## src/rtl/yrh_pkg.sv

```systemverilog
// Package for the yaw rate block: widths, constants, action and register codes,
// the heading wrap function and the divider result type.
// No dependencies.
`default_nettype none

package yrh_pkg;

    // Angle scaling: 1/2^ANGLE_FRAC_BITS degree per count
    localparam int ANGLE_FRAC_BITS = 8;

    localparam int HEAD_W = 17;
    localparam int TIME_W = 32;
    localparam int RATE_W = 27;
    localparam int ACT_W  = 3;

    localparam int ALPHA_W = 16;
    localparam int DECAY_W = 16;
    localparam int STILL_W = 8;
    localparam int MING_W  = 10;
    localparam int MAXG_W  = 16;
    localparam int CFG_W   = 16;
    localparam int CFG_A_W = 3;

    // Divider: |diff| * 1000 fits 26 bits, gap on the filter path fits 16 bits
    localparam int DVD_W = 26;
    localparam int DVS_W = 16;

    // Multiplier: signed 27 x unsigned 17 (as signed 18)
    localparam int MOP_W  = 17;
    localparam int PROD_W = RATE_W + MOP_W + 1;
    localparam int ACC_W  = PROD_W + 1;
    localparam int Q16    = 16;

    localparam logic signed [18:0] FULL_TURN = 19'(360 * (2 ** ANGLE_FRAC_BITS));
    localparam logic signed [18:0] HALF_TURN = 19'(180 * (2 ** ANGLE_FRAC_BITS));

    localparam longint RATE_LIM_RAW = 64'd180000 * (64'd1 << ANGLE_FRAC_BITS);
    localparam longint RATE_CAP     = 64'd67108863;
    localparam longint RATE_LIM     = (RATE_LIM_RAW < RATE_CAP) ? RATE_LIM_RAW : RATE_CAP;
    localparam logic signed [RATE_W-1:0] RATE_LIM_27 = RATE_W'(RATE_LIM);

    // Action codes
    localparam logic [ACT_W-1:0] ACT_FIRST = 3'd0;
    localparam logic [ACT_W-1:0] ACT_STILL = 3'd1;
    localparam logic [ACT_W-1:0] ACT_SOON  = 3'd2;
    localparam logic [ACT_W-1:0] ACT_GAP   = 3'd3;
    localparam logic [ACT_W-1:0] ACT_FILT  = 3'd4;

    // Register indexes
    localparam logic [CFG_A_W-1:0] REG_ALPHA = 3'd0;
    localparam logic [CFG_A_W-1:0] REG_DECAY = 3'd1;
    localparam logic [CFG_A_W-1:0] REG_STILL = 3'd2;
    localparam logic [CFG_A_W-1:0] REG_MING  = 3'd3;
    localparam logic [CFG_A_W-1:0] REG_MAXG  = 3'd4;

    typedef struct packed {
        logic             done;
        logic [DVD_W-1:0] quo;
        logic             rem_nz;
    } t_div_res;

    // Heading difference into [-180, 180); the raw 18-bit difference never
    // needs more than one turn added or removed.
    function automatic logic signed [HEAD_W-1:0] wrap_angle(input logic signed [17:0] d);
        logic signed [18:0] dx;
        logic signed [18:0] r;
        dx = {d[17], d};
        if (dx >= HALF_TURN) begin
            r = dx - FULL_TURN;
        end else if (dx < -HALF_TURN) begin
            r = dx + FULL_TURN;
        end else begin
            r = dx;
        end
        return r[HEAD_W-1:0];
    endfunction

endpackage

`default_nettype wire

```

## src/rtl/yrh_div.sv

```systemverilog
// Radix-2 restoring divider, one quotient bit per cycle.
// Depends on yrh_pkg.
`default_nettype none

module yrh_div (
    input  wire logic                      i_clk,
    input  wire logic                      i_rst_n,
    input  wire logic                      i_start,
    input  wire logic [yrh_pkg::DVD_W-1:0] i_dvd,
    input  wire logic [yrh_pkg::DVS_W-1:0] i_dvs,
    output yrh_pkg::t_div_res              o_res
);
    import yrh_pkg::*;

    localparam int CNT_W = $clog2(DVD_W + 1);

    logic [DVD_W-1:0] r_quo;
    logic [DVS_W-1:0] r_rem;
    logic [DVS_W-1:0] r_dvs;
    logic [CNT_W-1:0] r_cnt;
    logic             r_done;

    logic [DVS_W:0] sh;
    logic [DVS_W:0] trial;
    logic           qbit;

    always_comb begin
        sh    = {r_rem, r_quo[DVD_W-1]};
        trial = sh - {1'b0, r_dvs};
        qbit  = (sh >= {1'b0, r_dvs});
    end

    always_ff @(posedge i_clk) begin
        if (!i_rst_n) begin
            r_cnt  <= '0;
            r_done <= 1'b0;
        end else begin
            r_done <= 1'b0;
            if (i_start) begin
                r_cnt <= CNT_W'(DVD_W);
            end else if (r_cnt != '0) begin
                r_cnt <= r_cnt - 1'b1;
                if (r_cnt == CNT_W'(1)) begin
                    r_done <= 1'b1;
                end
            end
        end
    end

    always_ff @(posedge i_clk) begin
        if (i_start) begin
            r_quo <= i_dvd;
            r_rem <= '0;
            r_dvs <= i_dvs;
        end else if (r_cnt != '0) begin
            r_quo <= {r_quo[DVD_W-2:0], qbit};
            r_rem <= qbit ? trial[DVS_W-1:0] : sh[DVS_W-1:0];
        end
    end

    assign o_res.done   = r_done;
    assign o_res.quo    = r_quo;
    assign o_res.rem_nz = (r_rem != '0);

endmodule

`default_nettype wire

```

## src/rtl/yrh_mul.sv

```systemverilog
// Shared registered multiplier: signed rate operand times unsigned Q1.16 weight.
// Depends on yrh_pkg.
`default_nettype none

module yrh_mul (
    input  wire logic                              i_clk,
    input  wire logic signed [yrh_pkg::RATE_W-1:0] i_a,
    input  wire logic        [yrh_pkg::MOP_W-1:0]  i_b,
    output      logic signed [yrh_pkg::PROD_W-1:0] o_p
);
    import yrh_pkg::*;

    logic signed [MOP_W:0] b_s;

    assign b_s = {1'b0, i_b};

    always_ff @(posedge i_clk) begin
        o_p <= PROD_W'(i_a) * PROD_W'(b_s);
    end

endmodule

`default_nettype wire

```

## src/rtl/yaw_rate_from_heading_core.sv

```systemverilog
// Yaw rate from timestamped heading: wrapped differentiator with Q0.16 low-pass.
// Path from request to result: first, too soon and gap reset go S_LOAD, S_CLASS, S_DONE;
// still decay adds S_DEC1 and S_DEC2; filtered adds the serial divider, S_RAW, S_MUL1-3, S_SAT.
// One request in flight; the next is taken once the result is registered and the state is back in S_IDLE.
// Reset (i_rst_n low, synchronous) clears state, output valid and sets register defaults.
// Depends on yrh_pkg, yrh_div, yrh_mul.
`default_nettype none

module yaw_rate_from_heading_core (
    input  wire logic        i_clk,
    input  wire logic        i_rst_n,
    // input request: tdata = heading[16:0], time_ms[31:0] from bit 0, zero filled
    input  wire logic        s_axis_tvalid,
    output      logic        s_axis_tready,
    input  wire logic [55:0] s_axis_tdata,
    // result: tdata = yaw_rate[26:0], zero filled to 32
    output      logic        m_axis_tvalid,
    input  wire logic        m_axis_tready,
    output      logic [31:0] m_axis_tdata,
    // result kind: tuser = action[2:0]
    output      logic [2:0]  m_axis_tuser,
    // register writes
    input  wire logic                         i_cfg_we,
    input  wire logic [yrh_pkg::CFG_A_W-1:0]  i_cfg_addr,
    input  wire logic [yrh_pkg::CFG_W-1:0]    i_cfg_wdata
);
    import yrh_pkg::*;

    // Sequencer states
    localparam logic [3:0] S_IDLE  = 4'd0;
    localparam logic [3:0] S_LOAD  = 4'd1;  // wrap difference, time gap
    localparam logic [3:0] S_CLASS = 4'd2;  // pick the case, start divider
    localparam logic [3:0] S_DIV   = 4'd3;
    localparam logic [3:0] S_RAW   = 4'd4;  // signed floor quotient
    localparam logic [3:0] S_MUL1  = 4'd5;  // alpha * raw
    localparam logic [3:0] S_MUL2  = 4'd6;  // (1 - alpha) * rate
    localparam logic [3:0] S_MUL3  = 4'd7;  // sum
    localparam logic [3:0] S_SAT   = 4'd8;  // shift, clamp, re-anchor
    localparam logic [3:0] S_DEC1  = 4'd9;  // rate * decay
    localparam logic [3:0] S_DEC2  = 4'd10;
    localparam logic [3:0] S_DONE  = 4'd11;

    logic [3:0] r_state;

    // Registers
    logic [ALPHA_W-1:0] r_alpha;
    logic [DECAY_W-1:0] r_decay;
    logic [STILL_W-1:0] r_still;
    logic [MING_W-1:0]  r_min_gap;
    logic [MAXG_W-1:0]  r_max_gap;

    // Block state
    logic signed [HEAD_W-1:0] r_last_head;
    logic [TIME_W-1:0]        r_last_time;
    logic                     r_started;
    logic signed [RATE_W-1:0] r_rate;

    // Working registers
    logic signed [HEAD_W-1:0] r_head;
    logic [TIME_W-1:0]        r_time;
    logic signed [HEAD_W-1:0] r_diff;
    logic [TIME_W-1:0]        r_gap;
    logic signed [RATE_W-1:0] r_raw;
    logic signed [ACC_W-1:0]  r_acc;
    logic [ACT_W-1:0]         r_act;

    // Output register
    logic                     r_out_valid;
    logic [RATE_W-1:0]        r_out_rate;
    logic [ACT_W-1:0]         r_out_act;

    // Datapath
    logic                     in_acc;
    logic [HEAD_W-2:0]        mag;
    logic [DVD_W-1:0]         dvd;
    logic                     is_still;
    logic                     is_soon;
    logic                     is_long;
    logic signed [RATE_W-1:0] mul_a;
    logic [MOP_W-1:0]         mul_b;
    logic signed [PROD_W-1:0] prod;
    logic signed [ACC_W-Q16-1:0] acc_sh;
    logic [DVD_W-1:0]         q_adj;
    t_div_res                 div_res;
    logic                     div_start;

    assign s_axis_tready = (r_state == S_IDLE);
    assign in_acc        = s_axis_tvalid && s_axis_tready;

    assign m_axis_tvalid = r_out_valid;
    assign m_axis_tdata  = {5'd0, r_out_rate};
    assign m_axis_tuser  = r_out_act;

    // Case selection on the registered difference and gap
    always_comb begin
        mag      = r_diff[HEAD_W-1] ? (HEAD_W-1)'(-r_diff) : r_diff[HEAD_W-2:0];
        dvd      = DVD_W'(mag) * DVD_W'(1000);
        is_still = ({1'b0, mag} < HEAD_W'(r_still));
        is_soon  = (r_gap < TIME_W'(r_min_gap)) || (r_gap == '0);
        is_long  = (r_gap > TIME_W'(r_max_gap));
    end

    assign div_start = (r_state == S_CLASS) && r_started && !is_still && !is_soon && !is_long;

    yrh_div u_div (
        .i_clk   (i_clk),
        .i_rst_n (i_rst_n),
        .i_start (div_start),
        .i_dvd   (dvd),
        .i_dvs   (r_gap[DVS_W-1:0]),
        .o_res   (div_res)
    );

    // Multiplier operand select by step
    always_comb begin
        unique case (r_state)
            S_MUL1: begin
                mul_a = r_raw;
                mul_b = MOP_W'(r_alpha);
            end
            S_MUL2: begin
                mul_a = r_rate;
                mul_b = MOP_W'(1 << Q16) - MOP_W'(r_alpha);
            end
            default: begin
                mul_a = r_rate;
                mul_b = MOP_W'(r_decay);
            end
        endcase
    end

    yrh_mul u_mul (
        .i_clk (i_clk),
        .i_a   (mul_a),
        .i_b   (mul_b),
        .o_p   (prod)
    );

    assign acc_sh = r_acc[ACC_W-1:Q16];
    // floor toward minus infinity for a negative dividend
    assign q_adj  = div_res.quo + DVD_W'(div_res.rem_nz);

    // Register writes
    always_ff @(posedge i_clk) begin
        if (!i_rst_n) begin
            r_alpha   <= ALPHA_W'(19661);
            r_decay   <= DECAY_W'(62259);
            r_still   <= STILL_W'(1);
            r_min_gap <= MING_W'(1);
            r_max_gap <= MAXG_W'(500);
        end else if (i_cfg_we) begin
            unique case (i_cfg_addr)
                REG_ALPHA: r_alpha   <= i_cfg_wdata[ALPHA_W-1:0];
                REG_DECAY: r_decay   <= i_cfg_wdata[DECAY_W-1:0];
                REG_STILL: r_still   <= i_cfg_wdata[STILL_W-1:0];
                REG_MING:  r_min_gap <= i_cfg_wdata[MING_W-1:0];
                REG_MAXG:  r_max_gap <= i_cfg_wdata[MAXG_W-1:0];
                default: ;
            endcase
        end
    end

    // Sequencer and state
    always_ff @(posedge i_clk) begin
        if (!i_rst_n) begin
            r_state     <= S_IDLE;
            r_started   <= 1'b0;
            r_last_head <= '0;
            r_last_time <= '0;
            r_rate      <= '0;
            r_out_valid <= 1'b0;
        end else begin
            // S_DONE reloads the output register itself
            if (r_out_valid && m_axis_tready && (r_state != S_DONE)) begin
                r_out_valid <= 1'b0;
            end
            unique case (r_state)
                S_IDLE: begin
                    if (in_acc) begin
                        r_state <= S_LOAD;
                    end
                end
                S_LOAD: begin
                    r_state <= S_CLASS;
                end
                S_CLASS: begin
                    if (!r_started) begin
                        r_last_head <= r_head;
                        r_last_time <= r_time;
                        r_started   <= 1'b1;
                        r_rate      <= '0;
                        r_state     <= S_DONE;
                    end else if (is_still) begin
                        r_state <= S_DEC1;
                    end else if (is_soon) begin
                        r_state <= S_DONE;
                    end else if (is_long) begin
                        r_last_head <= r_head;
                        r_last_time <= r_time;
                        r_rate      <= '0;
                        r_state     <= S_DONE;
                    end else begin
                        r_state <= S_DIV;
                    end
                end
                S_DIV: begin
                    if (div_res.done) begin
                        r_state <= S_RAW;
                    end
                end
                S_RAW:  r_state <= S_MUL1;
                S_MUL1: r_state <= S_MUL2;
                S_MUL2: r_state <= S_MUL3;
                S_MUL3: r_state <= S_SAT;
                S_SAT: begin
                    if (acc_sh > (ACC_W-Q16)'(RATE_LIM_27)) begin
                        r_rate <= RATE_LIM_27;
                    end else if (acc_sh < -(ACC_W-Q16)'(RATE_LIM_27)) begin
                        r_rate <= -RATE_LIM_27;
                    end else begin
                        r_rate <= acc_sh[RATE_W-1:0];
                    end
                    r_last_head <= r_head;
                    r_last_time <= r_time;
                    r_state     <= S_DONE;
                end
                S_DEC1: r_state <= S_DEC2;
                S_DEC2: begin
                    r_rate  <= prod[RATE_W+Q16-1:Q16];
                    r_state <= S_DONE;
                end
                S_DONE: begin
                    if (!r_out_valid || m_axis_tready) begin
                        r_out_valid <= 1'b1;
                        r_state     <= S_IDLE;
                    end
                end
                default: r_state <= S_IDLE;
            endcase
        end
    end

    // Payload registers
    always_ff @(posedge i_clk) begin
        if (in_acc) begin
            r_head <= s_axis_tdata[HEAD_W-1:0];
            r_time <= s_axis_tdata[HEAD_W+TIME_W-1:HEAD_W];
        end
        if (r_state == S_LOAD) begin
            r_diff <= wrap_angle({r_head[HEAD_W-1], r_head} - {r_last_head[HEAD_W-1], r_last_head});
            r_gap  <= r_time - r_last_time;
        end
        if (r_state == S_CLASS) begin
            if (!r_started) begin
                r_act <= ACT_FIRST;
            end else if (is_still) begin
                r_act <= ACT_STILL;
            end else if (is_soon) begin
                r_act <= ACT_SOON;
            end else if (is_long) begin
                r_act <= ACT_GAP;
            end else begin
                r_act <= ACT_FILT;
            end
        end
        if (r_state == S_RAW) begin
            r_raw <= r_diff[HEAD_W-1] ? -$signed({1'b0, q_adj}) : $signed({1'b0, div_res.quo});
        end
        if (r_state == S_MUL2) begin
            r_acc <= ACC_W'(prod);
        end
        if (r_state == S_MUL3) begin
            r_acc <= r_acc + ACC_W'(prod);
        end
        if ((r_state == S_DONE) && (!r_out_valid || m_axis_tready)) begin
            r_out_rate <= r_rate;
            r_out_act  <= r_act;
        end
    end

endmodule

`default_nettype wire

```

## config.mk

```make
export PLATFORM = sky130hd
export DESIGN_NAME = yaw_rate_from_heading_core
export DESIGN_NICKNAME = d
export VERILOG_FILES = /design/src/rtl/yrh_pkg.sv /design/src/rtl/yrh_div.sv /design/src/rtl/yrh_mul.sv /design/src/rtl/yaw_rate_from_heading_core.sv
export SDC_FILE = /design/constraint.sdc
export NUM_CORES = 2
export LEC_CHECK = 0
export BUFFER_PORTS_ARGS = -buffer_cell sky130_fd_sc_hd__clkbuf_2
export CAP_MARGIN = 20
export CORE_MARGIN = 2
export CORE_UTILIZATION = 64
export DETAILED_ROUTE_END_ITERATION = 10
export PLACE_DENSITY = 0.82
export SLEW_MARGIN = 25
export SYNTH_ARGS = -nofsm -noshare
export SYNTH_HDL_FRONTEND = slang
export SYNTH_SLANG_ARGS = --single-unit
```

## constraint.sdc

```tcl
create_clock -name i_clk -period 28.2 [get_ports i_clk]
set_clock_uncertainty 0.15 [all_clocks]
set_input_delay 5.64 -clock i_clk [delete_from_list [all_inputs] [get_ports i_clk]]
set_output_delay 5.64 -clock i_clk [all_outputs]
set_load 0.005 [all_outputs]
```

==> impl_metrics.env <==
export IMPL_shortest_period_the_worst_path_allows_ps=10010
export IMPL_placed_instances=5627
export IMPL_layout_core_utilization_pct=69.0
export IMPL_post_synth_top_area_fraction_pct=22.9
export IMPL_ys_async_sr_fraction_pct=0
export IMPL_min_delay_path_depth=2
export IMPL_htree_levels=2
export IMPL_die_area_mm2=0.0709
export IMPL_detail_route_first_pass_iterations=8
export IMPL_synth_area_mm2=0.0441
export IMPL_yosysUniqueCellTypes=93
export IMPL_mostFrequentLayoutCells="sky130_fd_sc_hd__inv_1, sky130_fd_sc_hd__nand2_1, sky130_fd_sc_hd__fa_1"
export IMPL_worstSetupPathDepth=34
export IMPL_cts_root_buf="sky130_fd_sc_hd__clkbuf_16"
export IMPL_synth_warning_count=0
export IMPL_yosys_register_bits=461
export IMPL_number_of_endpoints_failing_setup_at_the_final_stage=0
export IMPL_syn_inst=4791
export IMPL_ant_nets=0
export IMPL_cts_max_path_buffers=3
export IMPL_ff2ff_path_depth=34
export IMPL_syn2layout_area_growth_pct=7.00
export IMPL_drt_iter0_markers=2704
export IMPL_crit_path_start_kind="register"
export IMPL_num_fill_cells=5149
export IMPL_setup_total_negative_slack_ps=0
export IMPL_ff_latch_area_mm2=0.0117
export IMPL_die_width_um=266
export IMPL_max_cap_viol_count=0
export IMPL_critPathMaxStageDelay_ps=920
export IMPL_final_worst_path_setup_slack_ps=18190
export IMPL_post_route_cells_drive_above_1_share_pct=6.63
export IMPL_cp_max_fo=18
export IMPL_remaining_drc_errors=0
export IMPL_finalWeightedCongestion=0.947
export IMPL_fp_dieH_um=266
export IMPL_worstSetupEndpointType="register"
export IMPL_worst_pin_slew_ps=1100
export IMPL_relSlewSlack_pct=26.5
export IMPL_worst_ep_arrival_time_ps=10350
export IMPL_drt_vias_per_instance=5.89
export IMPL_wirelength_per_cell_um=18.2
export IMPL_cts_hold_buffers=0
export IMPL_postRouteWirelength_um=104000
export IMPL_synth_top_cells_by_area="sky130_fd_sc_hd__fa_1, sky130_fd_sc_hd__edfxtp_1, sky130_fd_sc_hd__dfxtp_1, sky130_fd_sc_hd__ha_1, sky130_fd_sc_hd__inv_1"
export IMPL_global_route_overflow_total=0
export IMPL_cts_tree="built"
export IMPL_synth_edf_count=243
export IMPL_critical_path_class="register to register"
export IMPL_ctsResizeCount=0
export IMPL_status="complete, no violations"
export IMPL_cts_made_buffers=52
export IMPL_grt_first_pass_wirelength_um=170000
export IMPL_track_usage_pct=29.8
export IMPL_cts_sinks=461
export IMPL_cpLargestDelayFamily="adder cells"
export IMPL_rows=96
export IMPL_number_of_top_level_design_ports=117
export IMPL_most_common_cell_after_layout_fill_and_taps_aside="sky130_fd_sc_hd__inv_1"
export IMPL_port_buffer_count=104
export IMPL_initial_utilization_pct=64.5
export IMPL_multiInputGateArea_mm2=0.0291
export IMPL_insertion_delay_ps=660
export IMPL_grt_max_degree=86
export IMPL_final_net_count=5701
export IMPL_synth_top_flop_cell="sky130_fd_sc_hd__edfxtp_1"
export IMPL_critical_path_required_ps=28540
export IMPL_vias=33728
export IMPL_worst_path_buf_inv=5
export IMPL_timing_hold_worst_class="register to register"
export IMPL_slowest_stage_cell_on_the_critical_path="sky130_fd_sc_hd__a211oi_4"
export IMPL_cts_setup_buffers=0
export IMPL_maxSlewViolCount=0
export IMPL_vias_in_the_first_global_route=34449
export IMPL_number_of_antenna_violations_at_the_first_check_in_global_routing=0
export IMPL_synth_largest_area_cell="sky130_fd_sc_hd__fa_1"
export IMPL_insertedDiodeCount=0
export IMPL_fmax_ghz=0.0999
export IMPL_yosysSeqAreaShare_pct=26.5
export IMPL_clkTransAtPathRegs_ps=60
export IMPL_fp_coreArea_mm2=0.0683
export IMPL_postSynthAreaPerCell_um2=9.20
export IMPL_finalHoldViolCount=0
export IMPL_fin_crit_sh_pct=35.5
export IMPL_dp_slack_ps=18360
export IMPL_rsz0062_at_grt="no"
export IMPL_instances_no_fill=5725
export IMPL_post_dp_hpwl_um=79200
## final timing paths
check          startpoint            end  slack [ps]
min reg2reg  r_min_gap[8]   r_min_gap[8]         320
min          r_min_gap[8]   r_min_gap[8]         320
max reg2reg    r_alpha[2]  u_mul.o_p[43]       18190
max            r_alpha[2]  u_mul.o_p[43]       18190
## cells in the mapped netlist (53+ instances only)
master,count
sky130_fd_sc_hd__ha_1,317
sky130_fd_sc_hd__clkbuf_1,160
sky130_fd_sc_hd__nor2b_1,117
sky130_fd_sc_hd__nand3_1,93
sky130_fd_sc_hd__o21ai_0,175
sky130_fd_sc_hd__nand2_1,564
sky130_fd_sc_hd__a21o_1,78
sky130_fd_sc_hd__xor2_1,67
sky130_fd_sc_hd__fa_1,504
sky130_fd_sc_hd__inv_1,731
sky130_fd_sc_hd__a21boi_0,53
sky130_fd_sc_hd__edfxtp_1,243
sky130_fd_sc_hd__a21oi_1,281
sky130_fd_sc_hd__nor3_1,58
sky130_fd_sc_hd__dfxtp_1,218
sky130_fd_sc_hd__xnor2_1,155
sky130_fd_sc_hd__nand2b_1,58
sky130_fd_sc_hd__nor2_1,355
## flip-flops by register name, indices dropped and copies added, names as in the netlist, 26 cells and up
name	count
r_last_time	32
r_out_rate	27
r_gap	32
u_mul.o_p	45
u_div.r_quo	26
r_acc	46
r_rate	27
r_raw	27
r_time	32
## routing by layer
metal / share of wire (%) / up-vias / track usage (%) / wire, µm
li1: - / 15798 / - / -
met1: 38 / 16290 / 36.1 / 39900
met2: 49 / 1326 / 52.3 / 50600
met3: 8.7 / 314 / 6.04 / 9060
met4: 4.4 / 0 / 11.6 / 4540
met5: 0 / - / 0 / 0
## worst register-to-register path, delay by kind of cell (launching register included)
kind | cells | cell delay [ps]
AOI/OAI and AO/OA | 10 | 3180
xor gates and xnor gates | 2 | 300
adders and majority gates | 7 | 3340
buffers and inverters | 5 | 260
DFF | 1 | 360
and+or+nand+nor | 10 | 2250
## logic make-up after synthesis
family,after synthesis,synth area share (%)
AOI/OAI and AO/OA,882,12.9
xor gates and xnor gates,222,4.41
buffers and inverters,921,7.97
and+or+nand+nor,1417,14.8
muxes,66,1.58
DFF,461,26.5
other,1,0.00851
adders and majority gates,821,31.9
## stage by stage
step / hold slack (ps) / instance area, µm²
after floorplan: 250 / 44100
after global placement: 303 / 45400
after detailed placement: 311 / 45400
after CTS: 319 / 47100
after global routing: 339 / 47100
final: 318 / 47100
## layout make-up
class                           instances  area share [%]
Multi-Input combinational cell       3413            61.7
Timing Repair Buffer                  140            1.73
Clock buffer                           75            3.03
Sequential cell                       461            24.7
Tap cell                              882            2.34
Clock inverter                         22           0.634
Inverter                              732            5.83
Power is left out: the tool's default activity adds up to more than one toggle a clock period on the data nets, which glitch-free logic cannot reach.
